**src/hw/rtl/ep2c_pkg.sv**
```systemverilog
// Shared types, constants and tables for the epoch-to-calendar converter.
`timescale 1ns / 1ps
`default_nettype none

package ep2c_pkg;

    localparam int DIVIDEND_W = 32;
    localparam int DIVISOR_W  = 11;
    localparam int STEP_CNT_W = 6;

    localparam logic [STEP_CNT_W-1:0] DIV_STEPS = STEP_CNT_W'(DIVIDEND_W);

    localparam logic [DIVISOR_W-1:0] SECS_PER_MIN   = 11'd60;
    localparam logic [DIVISOR_W-1:0] MINS_PER_HOUR  = 11'd60;
    localparam logic [DIVISOR_W-1:0] HOURS_PER_DAY  = 11'd24;
    localparam logic [DIVISOR_W-1:0] DAYS_PER_CYCLE = 11'd1461;
    localparam logic [DIVISOR_W-1:0] DAYS_COMMON    = 11'd365;
    localparam logic [DIVISOR_W-1:0] DAYS_TWO_YEARS = 11'd730;
    localparam logic [DIVISOR_W-1:0] DAYS_LEAP_END  = 11'd1096;

    localparam logic [11:0] EPOCH_YEAR = 12'd1970;
    localparam logic [31:0] LIMIT_SECONDS = 32'd4102444800;
    localparam logic [3:0]  LAST_MONTH_IDX = 4'd11;

    typedef struct packed {
        logic [31:0] epoch_seconds;
        logic [19:0] micros_in;
    } ep2c_in_t;

    typedef struct packed {
        logic [5:0]  second_of_minute;
        logic [5:0]  minute_of_hour;
        logic [4:0]  hour_of_day;
        logic [4:0]  day_of_month;
        logic [3:0]  month_number;
        logic [11:0] calendar_year;
        logic [19:0] micros_out;
        logic        leap_year;
        logic        out_of_range;
    } ep2c_out_t;

    typedef struct packed {
        logic                  start;
        logic [DIVIDEND_W-1:0] dividend;
        logic [DIVISOR_W-1:0]  divisor;
    } ep2c_div_req_t;

    typedef struct packed {
        logic                  done;
        logic [DIVIDEND_W-1:0] quotient;
        logic [DIVISOR_W-1:0]  remainder;
    } ep2c_div_rsp_t;

    // Month length by zero-based month index.
    function automatic logic [4:0] month_len(input logic [3:0] idx, input logic leap);
        logic [4:0] len;
        begin
            unique case (idx)
                4'd1:                      len = leap ? 5'd29 : 5'd28;
                4'd3, 4'd5, 4'd8, 4'd10:   len = 5'd30;
                default:                   len = 5'd31;
            endcase
            return len;
        end
    endfunction

endpackage

`default_nettype wire

```
**src/hw/rtl/epoch_seconds_to_calendar_core.sv**
```systemverilog
// Top level: epoch seconds to calendar date and time of day.
`timescale 1ns / 1ps
`default_nettype none

// Converts a seconds count since 1970-01-01 into second, minute, hour, day,
// month and year, passing the microsecond field through. One item is in
// flight at a time. The steps, in order: four passes through the shared
// bit-serial divider (by 60, 60, 24 and 1461), the year split, a walk that
// examines the months one at a time (1 to 12 of them), and the load of the
// output register.
// The output register lets a new item be accepted while the previous result
// is still stalled. Dates after 2099 set out_of_range; the other fields are
// then computed with 2100 taken as a leap year.
module epoch_seconds_to_calendar_core (
    input  wire logic               clk,
    input  wire logic               rst_n,
    input  wire logic               in_valid,
    output logic                    in_stall,
    input  wire ep2c_pkg::ep2c_in_t in_data,
    output logic                    out_valid,
    input  wire logic               out_stall,
    output ep2c_pkg::ep2c_out_t     out_data
);
    import ep2c_pkg::*;

    typedef enum logic [4:0] {
        S_IDLE  = 5'b00001,
        S_DIV   = 5'b00010,
        S_YEAR  = 5'b00100,
        S_MONTH = 5'b01000,
        S_OUT   = 5'b10000
    } state_t;

    typedef enum logic [3:0] {
        PH_SEC  = 4'b0001,
        PH_MIN  = 4'b0010,
        PH_HOUR = 4'b0100,
        PH_CYC  = 4'b1000
    } phase_t;

    state_t        state_reg, state_next;
    phase_t        phase_reg, phase_next;
    logic [5:0]    sec_reg, sec_next;
    logic [5:0]    min_reg, min_next;
    logic [4:0]    hour_reg, hour_next;
    logic [5:0]    cyc_reg, cyc_next;
    logic [DIVISOR_W-1:0] dayrem_reg, dayrem_next;
    logic [3:0]    month_reg, month_next;
    logic [11:0]   year_reg, year_next;
    logic          leap_reg, leap_next;
    logic [19:0]   micros_reg, micros_next;
    logic          oor_reg, oor_next;
    logic          out_valid_reg, out_valid_next;
    ep2c_out_t     out_data_reg, out_data_next;

    ep2c_div_req_t div_req;
    ep2c_div_rsp_t div_rsp;
    logic [4:0]    cur_len;
    logic [1:0]    year_off;

    ep2c_sdiv u_sdiv (
        .clk   (clk),
        .rst_n (rst_n),
        .req   (div_req),
        .rsp   (div_rsp)
    );

    assign cur_len = month_len(month_reg, leap_reg);

    always_comb
    begin
        state_next     = state_reg;
        phase_next     = phase_reg;
        sec_next       = sec_reg;
        min_next       = min_reg;
        hour_next      = hour_reg;
        cyc_next       = cyc_reg;
        dayrem_next    = dayrem_reg;
        month_next     = month_reg;
        year_next      = year_reg;
        leap_next      = leap_reg;
        micros_next    = micros_reg;
        oor_next       = oor_reg;
        out_valid_next = out_valid_reg;
        out_data_next  = out_data_reg;
        div_req.start    = 1'b0;
        div_req.dividend = div_rsp.quotient;
        div_req.divisor  = SECS_PER_MIN;
        year_off         = 2'd0;

        if (out_valid_reg && !out_stall)
        begin
            out_valid_next = 1'b0;
        end

        unique case (state_reg)
            S_IDLE:
            begin
                if (in_valid)
                begin
                    div_req.start    = 1'b1;
                    div_req.dividend = in_data.epoch_seconds;
                    div_req.divisor  = SECS_PER_MIN;
                    micros_next      = in_data.micros_in;
                    oor_next         = (in_data.epoch_seconds >= LIMIT_SECONDS);
                    phase_next       = PH_SEC;
                    state_next       = S_DIV;
                end
            end
            S_DIV:
            begin
                if (div_rsp.done)
                begin
                    unique case (phase_reg)
                        PH_SEC:
                        begin
                            sec_next        = div_rsp.remainder[5:0];
                            div_req.start   = 1'b1;
                            div_req.divisor = MINS_PER_HOUR;
                            phase_next      = PH_MIN;
                        end
                        PH_MIN:
                        begin
                            min_next        = div_rsp.remainder[5:0];
                            div_req.start   = 1'b1;
                            div_req.divisor = HOURS_PER_DAY;
                            phase_next      = PH_HOUR;
                        end
                        PH_HOUR:
                        begin
                            hour_next       = div_rsp.remainder[4:0];
                            div_req.start   = 1'b1;
                            div_req.divisor = DAYS_PER_CYCLE;
                            phase_next      = PH_CYC;
                        end
                        PH_CYC:
                        begin
                            // at most 34 whole four-year cycles fit in 32 bits of seconds
                            cyc_next    = div_rsp.quotient[5:0];
                            dayrem_next = div_rsp.remainder;
                            state_next  = S_YEAR;
                        end
                        default:
                        begin
                            state_next = S_IDLE;
                        end
                    endcase
                end
            end
            S_YEAR:
            begin
                leap_next = 1'b0;
                priority if (dayrem_reg < DAYS_COMMON)
                begin
                    year_off = 2'd0;
                end
                else if (dayrem_reg < DAYS_TWO_YEARS)
                begin
                    year_off    = 2'd1;
                    dayrem_next = dayrem_reg - DAYS_COMMON;
                end
                else if (dayrem_reg < DAYS_LEAP_END)
                begin
                    year_off    = 2'd2;
                    leap_next   = 1'b1;
                    dayrem_next = dayrem_reg - DAYS_TWO_YEARS;
                end
                else
                begin
                    year_off    = 2'd3;
                    dayrem_next = dayrem_reg - DAYS_LEAP_END;
                end
                year_next  = EPOCH_YEAR + 12'({cyc_reg, 2'b00}) + 12'(year_off);
                month_next = '0;
                state_next = S_MONTH;
            end
            S_MONTH:
            begin
                if ((month_reg < LAST_MONTH_IDX) && ({6'd0, cur_len} <= dayrem_reg))
                begin
                    dayrem_next = dayrem_reg - {6'd0, cur_len};
                    month_next  = month_reg + 4'd1;
                end
                else
                begin
                    state_next = S_OUT;
                end
            end
            S_OUT:
            begin
                if (!out_valid_reg || !out_stall)
                begin
                    out_data_next.second_of_minute = sec_reg;
                    out_data_next.minute_of_hour   = min_reg;
                    out_data_next.hour_of_day      = hour_reg;
                    out_data_next.day_of_month     = dayrem_reg[4:0] + 5'd1;
                    out_data_next.month_number     = month_reg + 4'd1;
                    out_data_next.calendar_year    = year_reg;
                    out_data_next.micros_out       = micros_reg;
                    out_data_next.leap_year        = leap_reg;
                    out_data_next.out_of_range     = oor_reg;
                    out_valid_next = 1'b1;
                    state_next     = S_IDLE;
                end
            end
            default:
            begin
                state_next = S_IDLE;
            end
        endcase
    end

    always_ff @(posedge clk or negedge rst_n)
    begin
        if (!rst_n)
        begin
            state_reg     <= S_IDLE;
            phase_reg     <= PH_SEC;
            out_valid_reg <= 1'b0;
        end
        else
        begin
            state_reg     <= state_next;
            phase_reg     <= phase_next;
            out_valid_reg <= out_valid_next;
        end
    end

    always_ff @(posedge clk)
    begin
        sec_reg      <= sec_next;
        min_reg      <= min_next;
        hour_reg     <= hour_next;
        cyc_reg      <= cyc_next;
        dayrem_reg   <= dayrem_next;
        month_reg    <= month_next;
        year_reg     <= year_next;
        leap_reg     <= leap_next;
        micros_reg   <= micros_next;
        oor_reg      <= oor_next;
        out_data_reg <= out_data_next;
    end

    assign in_stall  = (state_reg != S_IDLE);
    assign out_valid = out_valid_reg;
    assign out_data  = out_data_reg;

    a_state_onehot : assert property (@(posedge clk) disable iff (!rst_n)
        $onehot(state_reg) && $onehot(phase_reg))
        else $error("state or phase not one-hot");

    a_month_bound : assert property (@(posedge clk) disable iff (!rst_n)
        (state_reg == S_MONTH) |-> (month_reg <= LAST_MONTH_IDX && dayrem_reg < 11'd366))
        else $error("month search out of bounds");

    a_result_sane : assert property (@(posedge clk) disable iff (!rst_n)
        out_valid_reg |-> (out_data_reg.day_of_month != 5'd0 &&
                           out_data_reg.month_number != 4'd0 &&
                           out_data_reg.month_number <= 4'd12))
        else $error("result date out of range");

endmodule

`default_nettype wire

```
**src/hw/rtl/ep2c_sdiv.sv**
```systemverilog
// Bit-serial restoring divider: one quotient bit per cycle.
`timescale 1ns / 1ps
`default_nettype none

module ep2c_sdiv (
    input  wire logic                   clk,
    input  wire logic                   rst_n,
    input  wire ep2c_pkg::ep2c_div_req_t req,
    output ep2c_pkg::ep2c_div_rsp_t      rsp
);
    import ep2c_pkg::*;

    logic [DIVIDEND_W-1:0] shift_reg, shift_next;
    logic [DIVISOR_W-1:0]  rem_reg, rem_next;
    logic [DIVISOR_W-1:0]  div_reg, div_next;
    logic [STEP_CNT_W-1:0] cnt_reg, cnt_next;
    logic                  busy_reg, busy_next;
    logic                  done_reg, done_next;
    logic [DIVISOR_W:0]    trial;
    logic                  qbit;

    // Dividend bits leave at the top of shift_reg while quotient bits enter at the bottom.
    always_comb
    begin
        trial      = {rem_reg, shift_reg[DIVIDEND_W-1]};
        qbit       = (trial >= {1'b0, div_reg});
        shift_next = shift_reg;
        rem_next   = rem_reg;
        div_next   = div_reg;
        cnt_next   = cnt_reg;
        busy_next  = busy_reg;
        done_next  = 1'b0;
        if (req.start)
        begin
            shift_next = req.dividend;
            rem_next   = '0;
            div_next   = req.divisor;
            cnt_next   = DIV_STEPS;
            busy_next  = 1'b1;
        end
        else if (busy_reg)
        begin
            shift_next = {shift_reg[DIVIDEND_W-2:0], qbit};
            rem_next   = qbit ? DIVISOR_W'(trial - {1'b0, div_reg}) : trial[DIVISOR_W-1:0];
            cnt_next   = cnt_reg - STEP_CNT_W'(1);
            if (cnt_reg == STEP_CNT_W'(1))
            begin
                busy_next = 1'b0;
                done_next = 1'b1;
            end
        end
    end

    always_ff @(posedge clk or negedge rst_n)
    begin
        if (!rst_n)
        begin
            cnt_reg  <= '0;
            busy_reg <= 1'b0;
            done_reg <= 1'b0;
        end
        else
        begin
            cnt_reg  <= cnt_next;
            busy_reg <= busy_next;
            done_reg <= done_next;
        end
    end

    always_ff @(posedge clk)
    begin
        shift_reg <= shift_next;
        rem_reg   <= rem_next;
        div_reg   <= div_next;
    end

    assign rsp.done      = done_reg;
    assign rsp.quotient  = shift_reg;
    assign rsp.remainder = rem_reg;

    a_done_not_busy : assert property (@(posedge clk) disable iff (!rst_n)
        done_reg |-> !busy_reg)
        else $error("divider done while still busy");

    a_rem_below_div : assert property (@(posedge clk) disable iff (!rst_n)
        done_reg |-> (rem_reg < div_reg))
        else $error("remainder not below divisor");

    a_no_restart : assert property (@(posedge clk) disable iff (!rst_n)
        req.start |-> !busy_reg)
        else $error("divider restarted mid-division");

endmodule

`default_nettype wire

```
**config.mk**
```make
export PLATFORM = sky130hd
export DESIGN_NAME = epoch_seconds_to_calendar_core
export DESIGN_NICKNAME = d
export VERILOG_FILES = /design/src/hw/rtl/ep2c_pkg.sv /design/src/hw/rtl/epoch_seconds_to_calendar_core.sv /design/src/hw/rtl/ep2c_sdiv.sv
export SDC_FILE = /design/constraint.sdc
export NUM_CORES = 1
export LEC_CHECK = 0
export BUFFER_PORTS_ARGS = -buffer_cell sky130_fd_sc_hd__buf_2
export CORE_UTILIZATION = 52
export CTS_CLUSTER_DIAMETER = 60
export DETAILED_ROUTE_END_ITERATION = 7
export GPL_TIMING_DRIVEN = 0
export HOLD_SLACK_MARGIN = 0.02
export PLACE_DENSITY = 0.76
export SYNTH_ARGS = -nofsm -noshare
export SYNTH_HDL_FRONTEND = slang
export SYNTH_SLANG_ARGS = --single-unit
export TNS_END_PERCENT = 50
```
**constraint.sdc**
```tcl
create_clock -name clk -period 4.1 [get_ports clk]
set_input_delay 0.82 -clock clk [delete_from_list [all_inputs] [get_ports clk]]
set_output_delay 0.82 -clock clk [all_outputs]
set_load 0.05 [all_outputs]
```
# Word level (Yosys, flattened, before mapping)
# Index checks and enable logic that the tools add are counted.
[word_totals] ff_bits=204 inputBits=56 output_inout_bits=62 wordCells=143
[op_classes] add_sub_neg=10 magnitude_cmp=7 n_eq_ne=27 n_mux=48 n_reduce_logical=23
[ops] op="2-to-1 mux 32 bit" count=3
[ops] op="2-to-1 mux 11 bit" count=8
[ops] op="2-to-1 mux 44 bit" count=1
[ops] op="case mux 11 bit (2 select lines)" count=2
[ops] op="case mux 11 bit (3 select lines)" count=1
[ops] op=">= comparator 32 bit, second input constant" count=1
[ops] op="case mux 5 bit (5 select lines)" count=1
[ops] op="2-to-1 mux 5 bit" count=4
[ops] op="case mux 4 bit (2 select lines)" count=2
[ops] op="AND reduction 3 bit" count=5
[ops] op="2-to-1 mux 1 bit" count=14
[ops] op="!= test 2 bit, second input constant" count=7
[ops] op="adder 11 x 8 -> 12 bit, first input constant" count=1
[ops] op="adder 12 x 2 -> 12 bit" count=1
[ops] op="== test 4 bit, second input constant" count=3
[ops] op=">= comparator 12 x 11 -> 1 bit" count=1
[ops] op="2-to-1 mux 4 bit" count=3
[ops] op="2-to-1 mux 6 bit" count=2
[ops] op="case mux 4 bit (3 select lines)" count=1
[ops] op="<= comparator 5 x 11 -> 1 bit" count=1
[ops] op="< comparator 11 x 10 -> 1 bit, second input constant" count=1
[ops] op="< comparator 11 bit, second input constant" count=1
[ops] op="< comparator 11 x 9 -> 1 bit, second input constant" count=1
[ops] op="subtractor 11 x 10 -> 11 bit, second input constant" count=1
[ops] op="other kinds (35)" count=49

# Longest topological paths before layout
# Gate-level depths: netlist of run 1.
[logic_depth] word_depth=7 ltp_mapped=14

# Modules after synthesis
# From an unflattened synthesis of run 1, not the netlist that was laid out.
[unflattened] hier_cells=735 area_unflattened_um2=9491.6
[by_module_without_submodules] module="epoch_seconds_to_calendar_core" instances=1 cells_per_inst=480 area_per_inst_um2=6301.0
[by_module_without_submodules] module="ep2c_sdiv" instances=1 cells_per_inst=255 area_per_inst_um2=3190.6

# Least setup slack after synthesis of run 1
# No wires, ideal clock.
[synth_timing] path_kind="input port to flip-flop" startpoint="in out_stall" endpoint="reg out_data_reg (netlist bit out_data[0]), enable pin" arrival_ns=3.760 required_ns=3.602 path_slack_ns=-0.158 cell_stages=1 n_path_buf=0 path_cell_list="a21oi_1"
[synth_via] elab_chain_len=3
[synth_lines] item="start: declaration" line="epoch_seconds_to_calendar_core.sv:21" rtl="input wire logic out_stall,"
[synth_lines] item="logical NOT 1 bit" line="epoch_seconds_to_calendar_core.sv:191" rtl="if (!out_valid_reg || !out_stall)"
[synth_lines] item="logical OR 1 bit" line="epoch_seconds_to_calendar_core.sv:191"
[synth_lines] item="AND reduction 2 bit (no source line)"
[synth_lines] item="end signal: assignment" line="epoch_seconds_to_calendar_core.sv:241" rtl="out_data_reg <= out_data_next;"
[synth_lines] item="end: declaration" line="epoch_seconds_to_calendar_core.sv:54" rtl="ep2c_out_t out_data_reg, out_data_next;"
# No other way between the ends.
# A chain may end at the register's enable or synchronous reset.

# Final worst setup path of run 1
[layout_timing] startpoint="reg month_reg[0]" endpoint="reg dayrem_reg[7], enable pin"
[layout_via] elab_chain_len=7 elab_cells_between_ends=12 classes_between="order compare: 2; eq/ne: 6; mux: 1; reduce/logical: 3"
[layout_lines] item="start: declaration" line="epoch_seconds_to_calendar_core.sv:48" rtl="logic [3:0] month_reg, month_next;"
[layout_lines] item="start signal: assignment" line="epoch_seconds_to_calendar_core.sv:236" rtl="month_reg <= month_next;"
[layout_lines] item="== test 4 x 2 -> 1 bit (tied with other cells)" line="ep2c_pkg.sv:58" rtl="unique case (idx)"
[layout_lines] item="OR reduction 4 bit" line="ep2c_pkg.sv:58"
[layout_lines] item="case mux 2 bit (2 select lines)" line="ep2c_pkg.sv:58"
[layout_lines] item="<= comparator 5 x 11 -> 1 bit" line="epoch_seconds_to_calendar_core.sv:179" rtl="if ((month_reg < LAST_MONTH_IDX) && ({6'd0, cur_len} <= dayrem_reg))"
[layout_lines] item="logical AND 1 bit *" line="epoch_seconds_to_calendar_core.sv:179"
[layout_lines] item="!= test 2 bit (no source line) *"
[layout_lines] item="AND reduction 5 bit (no source line) *"
[layout_lines] item="end signal: assignment" line="epoch_seconds_to_calendar_core.sv:235" rtl="dayrem_reg <= dayrem_next;"
[layout_lines] item="end: declaration" line="epoch_seconds_to_calendar_core.sv:47" rtl="logic [DIVISOR_W-1:0] dayrem_reg, dayrem_next;"
# Mark *: on every way between the ends. The rest lies on a longest branch, timed or not.

==> run metrics, run 1 <==
PD cells 567 nW/um^2; crit-path cells ha_1 > or4_1 > inv_1 > ha_1 > nor2b_1 > o211ai_1 > a31oi_1 > nor3_1 > inv_1; top area cells in the synthesized netlist edfxtp_1, dfrtp_1, nand2_1, ha_1, dfxtp_1; GRT Overall Usage 21.0%; Die Wd 132 um; status complete, no violations; pin count of the biggest net entering global routing 33; CTS clk-pin slew, worst paths 80 ps; Comb pwr share 23.9%; RePlAce Congestion 0.900; core box area around 17000 sq um; WL per Instance 16.2 um; WP data required 4230 ps; Clock Latency Late Sink roughly 440 ps; critical path endpoint category register; worst-path maximum fanout 8; VDD IR-drop max 364 uV; WP data arrival between 3000 and 4000 ps; die footprint 17300 sq um; fin. max-slew vios 0; area of the multi-input gates 2820 sq um; Via-to-Cell Ratio about 5.5; Yosys reg bits about 200; clock tree sinks just under 200; I/O pin count 118; share of power burned in registers 47.9%; Mapped Area 8750 sq um; Slew headroom between 10% and 20%; RSZ-0062 raised after global routing false; ys flop type edfxtp_1; WS Path Type register to register; largest area contributor in the netlist edfxtp_1; Area Overhead vs Synth 17.4%; ant diodes 0; vias in the first global route 5668; area fraction of the dominant cell type after synthesis 57.3%; number of synthesized flops with an enable pin 167; Worst path slowest cell or4_1; Final Worst Setup Slack 572 ps; setup tns final 0 ps; number of I/O port buffers 116; most common cell after layout, fill and taps aside edfxtp_1; worst min path class primary input to asynchronous set/reset pin; Place WS 484 ps; fmax 0.283 GHz; Lkg Pwr 4.15 nW; initial antenna violation count 0; number of flip-flops in the largest register 60; final-report setup violation count 0; Sw Share between 30% and 40%; Seq/Total Area, Yosys 65.0%; hpwl dp 12.3 mm; initial detailed-routing violation count 421; max_cap viols 0; final wirelength between 15 and 20 mm; syn_nets between 700 and 800; initial core utilization approximately 53%; layout cell share with drive strength beyond 1 20.5%; Reg area between 5000 and 6000 sq um; ys async rst share 9.18%; # fillers 1328; CTS tree yes; fin nets about 930; final worst path period share 86.1%; Post-DRT Antenna Nets 0; routed vias 5934; fin crit period roughly 3500 ps; sw power about 1.8 mW; Clock Skew around 17 ps; global-route wire length before repair approximately 28 mm; final hold violation count 0; hold-fix buffers at CTS 0; CP bufs+invs 2; worst-margin pin slew 1230 ps; Num CTS Buffers 17; DRC viols 0; Die H 132 um; Syn. warnings 0; H-tree levels 4; Avg Inst Size Synth 12.3 sq um; Clk pwr share 28.2%; Clock Tree Buf Depth 2; postcts setup bufs 0; Resize count post-CTS 0; CP Launch Type register; most frequent cells in the layout edfxtp_1, buf_2, nand2_1; row cnt between 40 and 50; Slowest Stage Delay on Critical Path ~560 ps; total grt overflow 0; internal cell power ~4.0 mW; drt first pass iters 7; Cell variety after synth 67; CP top delay family simple AND/OR/NAND/NOR gates; Gate Count Post-Synth 709; clk root buf clkbuf_16
## layer usage
metal  wire length [um]  track usage (%)  vias to the layer above
met2               8420             34.1                      184
met4                411             8.59                        0
met5                  0                0                        -
met1               7750             27.8                     2846
li1                   -                -                     2872
met3                916             4.32                       32
## cells in the mapped netlist, types with 4 or more instances
cell type	number
o211ai_1	5
o21ai_0	28
nor4b_1	4
dfxtp_1	11
a21oi_1	30
nand4_1	4
a31oi_1	11
nor4_1	5
a22oi_1	4
clkbuf_1	28
nor2_1	34
inv_1	26
nand2b_1	4
xor2_1	15
edfxtp_1	167
nor3_1	12
nand3_1	41
a221o_1	5
and2_1	8
nand2_1	104
xnor2_1	24
a211oi_1	6
a21o_1	9
nand3b_1	6
dfrtp_1	16
nor2b_1	9
ha_1	25
o22ai_1	4
mux2i_1	6
## stage by stage
step | area, sq um | hold slack, ps | util, % | cells | total power [mW]
floorplan | 8750 | 400 | - | 709 | 3.84
global placement | 9610 | 400 | 58.2 | 1045 | 4.16
detailed placement | 9660 | 405 | 58.4 | 1047 | 4.20
CTS | 10300 | 316 | 62.1 | 1079 | 5.85
global route | 10300 | 331 | 62.1 | 1079 | 6.15
finish | 10300 | 317 | 62.1 | 1079 | 5.82
## worst reg2reg max path, stage by stage, from the launching register on
cell,delay (ps)
edfxtp_1,460
ha_1,280
or4_1,560
inv_1,90
ha_1,230
nor2b_1,140
o211ai_1,430
a31oi_1,330
nor3_1,430
inv_1,290
## final timing paths
path                                     end  slack [ps]  depth (start not counted)    startpoint
min reg2reg                     out_data[49]         420                          0    min_reg[1]
max in group asynchronous       state_reg[0]        3440                          1         rst_n
min                        u_sdiv.cnt_reg[1]         320                          1         rst_n
max reg2reg                    dayrem_reg[7]         570                          9  month_reg[0]
max                            dayrem_reg[7]         570                          9  month_reg[0]
min in group clk                out_data[49]         420                          0    min_reg[1]
## final cells by class
class / instances / area share [%]
clock buffers: 17 / 4.14
clock inverters: 15 / 1.75
well taps: 220 / 2.68
flip-flops and latches: 196 / 55.4
repair buffers: 118 / 6.04
plain buffers: 35 / 1.43
multi-input cells: 449 / 27.5
inverters: 29 / 1.06
## power groups by stage
stage / combinational [mW] / clock, mW / sequential (mW)
6_report: 1.39 / 1.64 / 2.79
2_1_floorplan: 1.09 / 0 / 2.75
3_3_place_gp: 1.34 / 0 / 2.82
5_1_grt: 1.58 / 1.75 / 2.82
3_5_place_dp: 1.37 / 0 / 2.83
4_1_cts: 1.39 / 1.68 / 2.79
## cell families after synthesis
group	Yosys count	synth area share, %
simple gates	247	13.4
buf+inv	64	2.92
xor+xnor	39	3.90
compound gates	129	9.94
fa+ha+maj	26	3.80
mux	8	1.03
flops	196	65.0
No activity file was read; power rests on OpenSTA's default activity.
==> run 2: changes to the inputs <==
Settings changed: CORE_ASPECT_RATIO from default to 0.8, CORE_UTILIZATION 52 to 35, HOLD_SLACK_MARGIN 0.02 to default, PLACE_DENSITY 0.76 to default.
==> run metrics, run 2 (synthesized netlist as in run 1, its figures left out) <==
RSZ-0062 raised after global routing false; core box area 24400 sq um; worst-margin pin slew around 1200 ps; initial core utilization 35.8%; Area Overhead vs Synth 19.3%; WP data arrival 3590 ps; fin nets 928; Die Wd about 180 um; fin crit period between 3000 and 4000 ps; DRC viols 0; GRT Overall Usage 15.6%; setup tns final 0 ps; Clock Latency Late Sink 450 ps; clock tree sinks 196; Worst path slowest cell or4_1; most common cell after layout, fill and taps aside edfxtp_1; worst min path class primary input to asynchronous set/reset pin; most frequent cells in the layout edfxtp_1, buf_2, nand2_1; global-route wire length before repair 30.1 mm; routed vias approximately 5800; row cnt 51; Lkg Pwr 4.17 nW; number of flip-flops in the largest register 60; I/O pin count 118; hold-fix buffers at CTS 0; Clock Tree Buf Depth 2; Reg area 5690 sq um; CTS tree yes; final-report setup violation count 0; Post-DRT Antenna Nets 0; die footprint 25600 sq um; number of I/O port buffers 116; clk root buf clkbuf_16; CTS clk-pin slew, worst paths 80 ps; Resize count post-CTS 0; fin. max-slew vios 0; Post-DP Area 9800 sq um; area of the multi-input gates 2830 sq um; Die H 143 um; initial detailed-routing violation count roughly 520; layout cell share with drive strength beyond 1 20.6%; RePlAce Congestion 0.905; crit-path cells ha_1 > or4_1 > inv_1 > ha_1 > nor2b_1 > o211ai_1 > a31oi_1 > nor3_1 > inv_1; final worst path period share 84.5%; H-tree levels 4; Slowest Stage Delay on Critical Path ~540 ps; Clock Skew 15.4 ps; final core occ 42.7%; post-route cell area 10400 sq um; Via-to-Cell Ratio slightly below 5; PD cells 570 nW/um^2; WP data required 4230 ps; drt first pass iters 5; fmax between 0.2 and 0.3 GHz; CP bufs+invs 2; worst-path maximum fanout 8; status complete, no violations; R2R depth 9; Num CTS Buffers 17; postcts setup bufs 0; VDD IR-drop max about 370 uV; CP Launch Type register; max_cap viols 0; Crit path depth 9; final hold violation count 0; # fillers 2325; critical path endpoint category register; total grt overflow 0; CP top delay family simple AND/OR/NAND/NOR gates; Slew headroom 17.2%; initial antenna violation count 1; WL per Instance around 16 um; pin count of the biggest net entering global routing 33; vias in the first global route 5508; final wirelength 19.4 mm; hpwl dp between 10 and 15 mm; WS Path Type register to register
[run 2: cell count changes in the layout (fill, tap and decap cells not counted), sizes merged]
| cell | previous run | this run |
|---|---|---|
| diode | 0 | 2 |
| clkinvlp | 2 | 1 |
| inv | 35 | 37 |
| clkinv | 7 | 6 |
[run 2: cell type report]
cell class	instances	share of cell area [%]
diodes	2	0.0480
plain buffers	35	1.40
inverters	29	1.04
clock inverters	15	1.99
multi-input cells	449	27.1
repair buffers	118	6.02
flip-flops and latches	196	54.5
clock buffers	17	4.08
well taps	318	3.81
[run 2: metrics by stage]
step	power (mW)	cells	setup WS, ps	hold WS, ps
floorplan	3.84	709	865	400
CTS	5.99	1177	622	314
detailed placement	4.24	1145	336	405
global placement	4.20	1143	166	401
global route	6.26	1177	365	333
finish	5.95	1179	637	304
[run 2: final timing paths]
kind / from / endpoint / slack [ps]
worst max-delay path: month_reg[0] / dayrem_reg[6] / 640
worst min-delay path: rst_n / u_sdiv.cnt_reg[3] / 300
worst max register to register: month_reg[0] / dayrem_reg[6] / 640
worst min register to register: hour_reg[2] / out_data[45] / 420
max in group asynchronous: rst_n / state_reg[0] / 3460
min in group clk: hour_reg[2] / out_data[45] / 420
[run 2: per-layer routing]
layer  wire length, um  GRT usage, %  up-vias
met4               275          5.08        0
met3              1090          3.36       16
met2              8700          23.4      175
li1                  -             -     2872
met5                 0             0        -
met1              9330          22.2     2773
[run 2: worst reg2reg max path, stage by stage (launching register included)]
cell and delay, ps:
edfxtp_1 460, ha_1 290, or4_1 540, inv_1 90, ha_1 230, nor2b_1 140
o211ai_1 430, a31oi_1 290, nor3_1 410, inv_1 280
[run 2: where the power goes]
group,internal [mW],switching [mW]
clock network,0.853,0.899
logic,0.566,0.824
registers,2.60,0.205
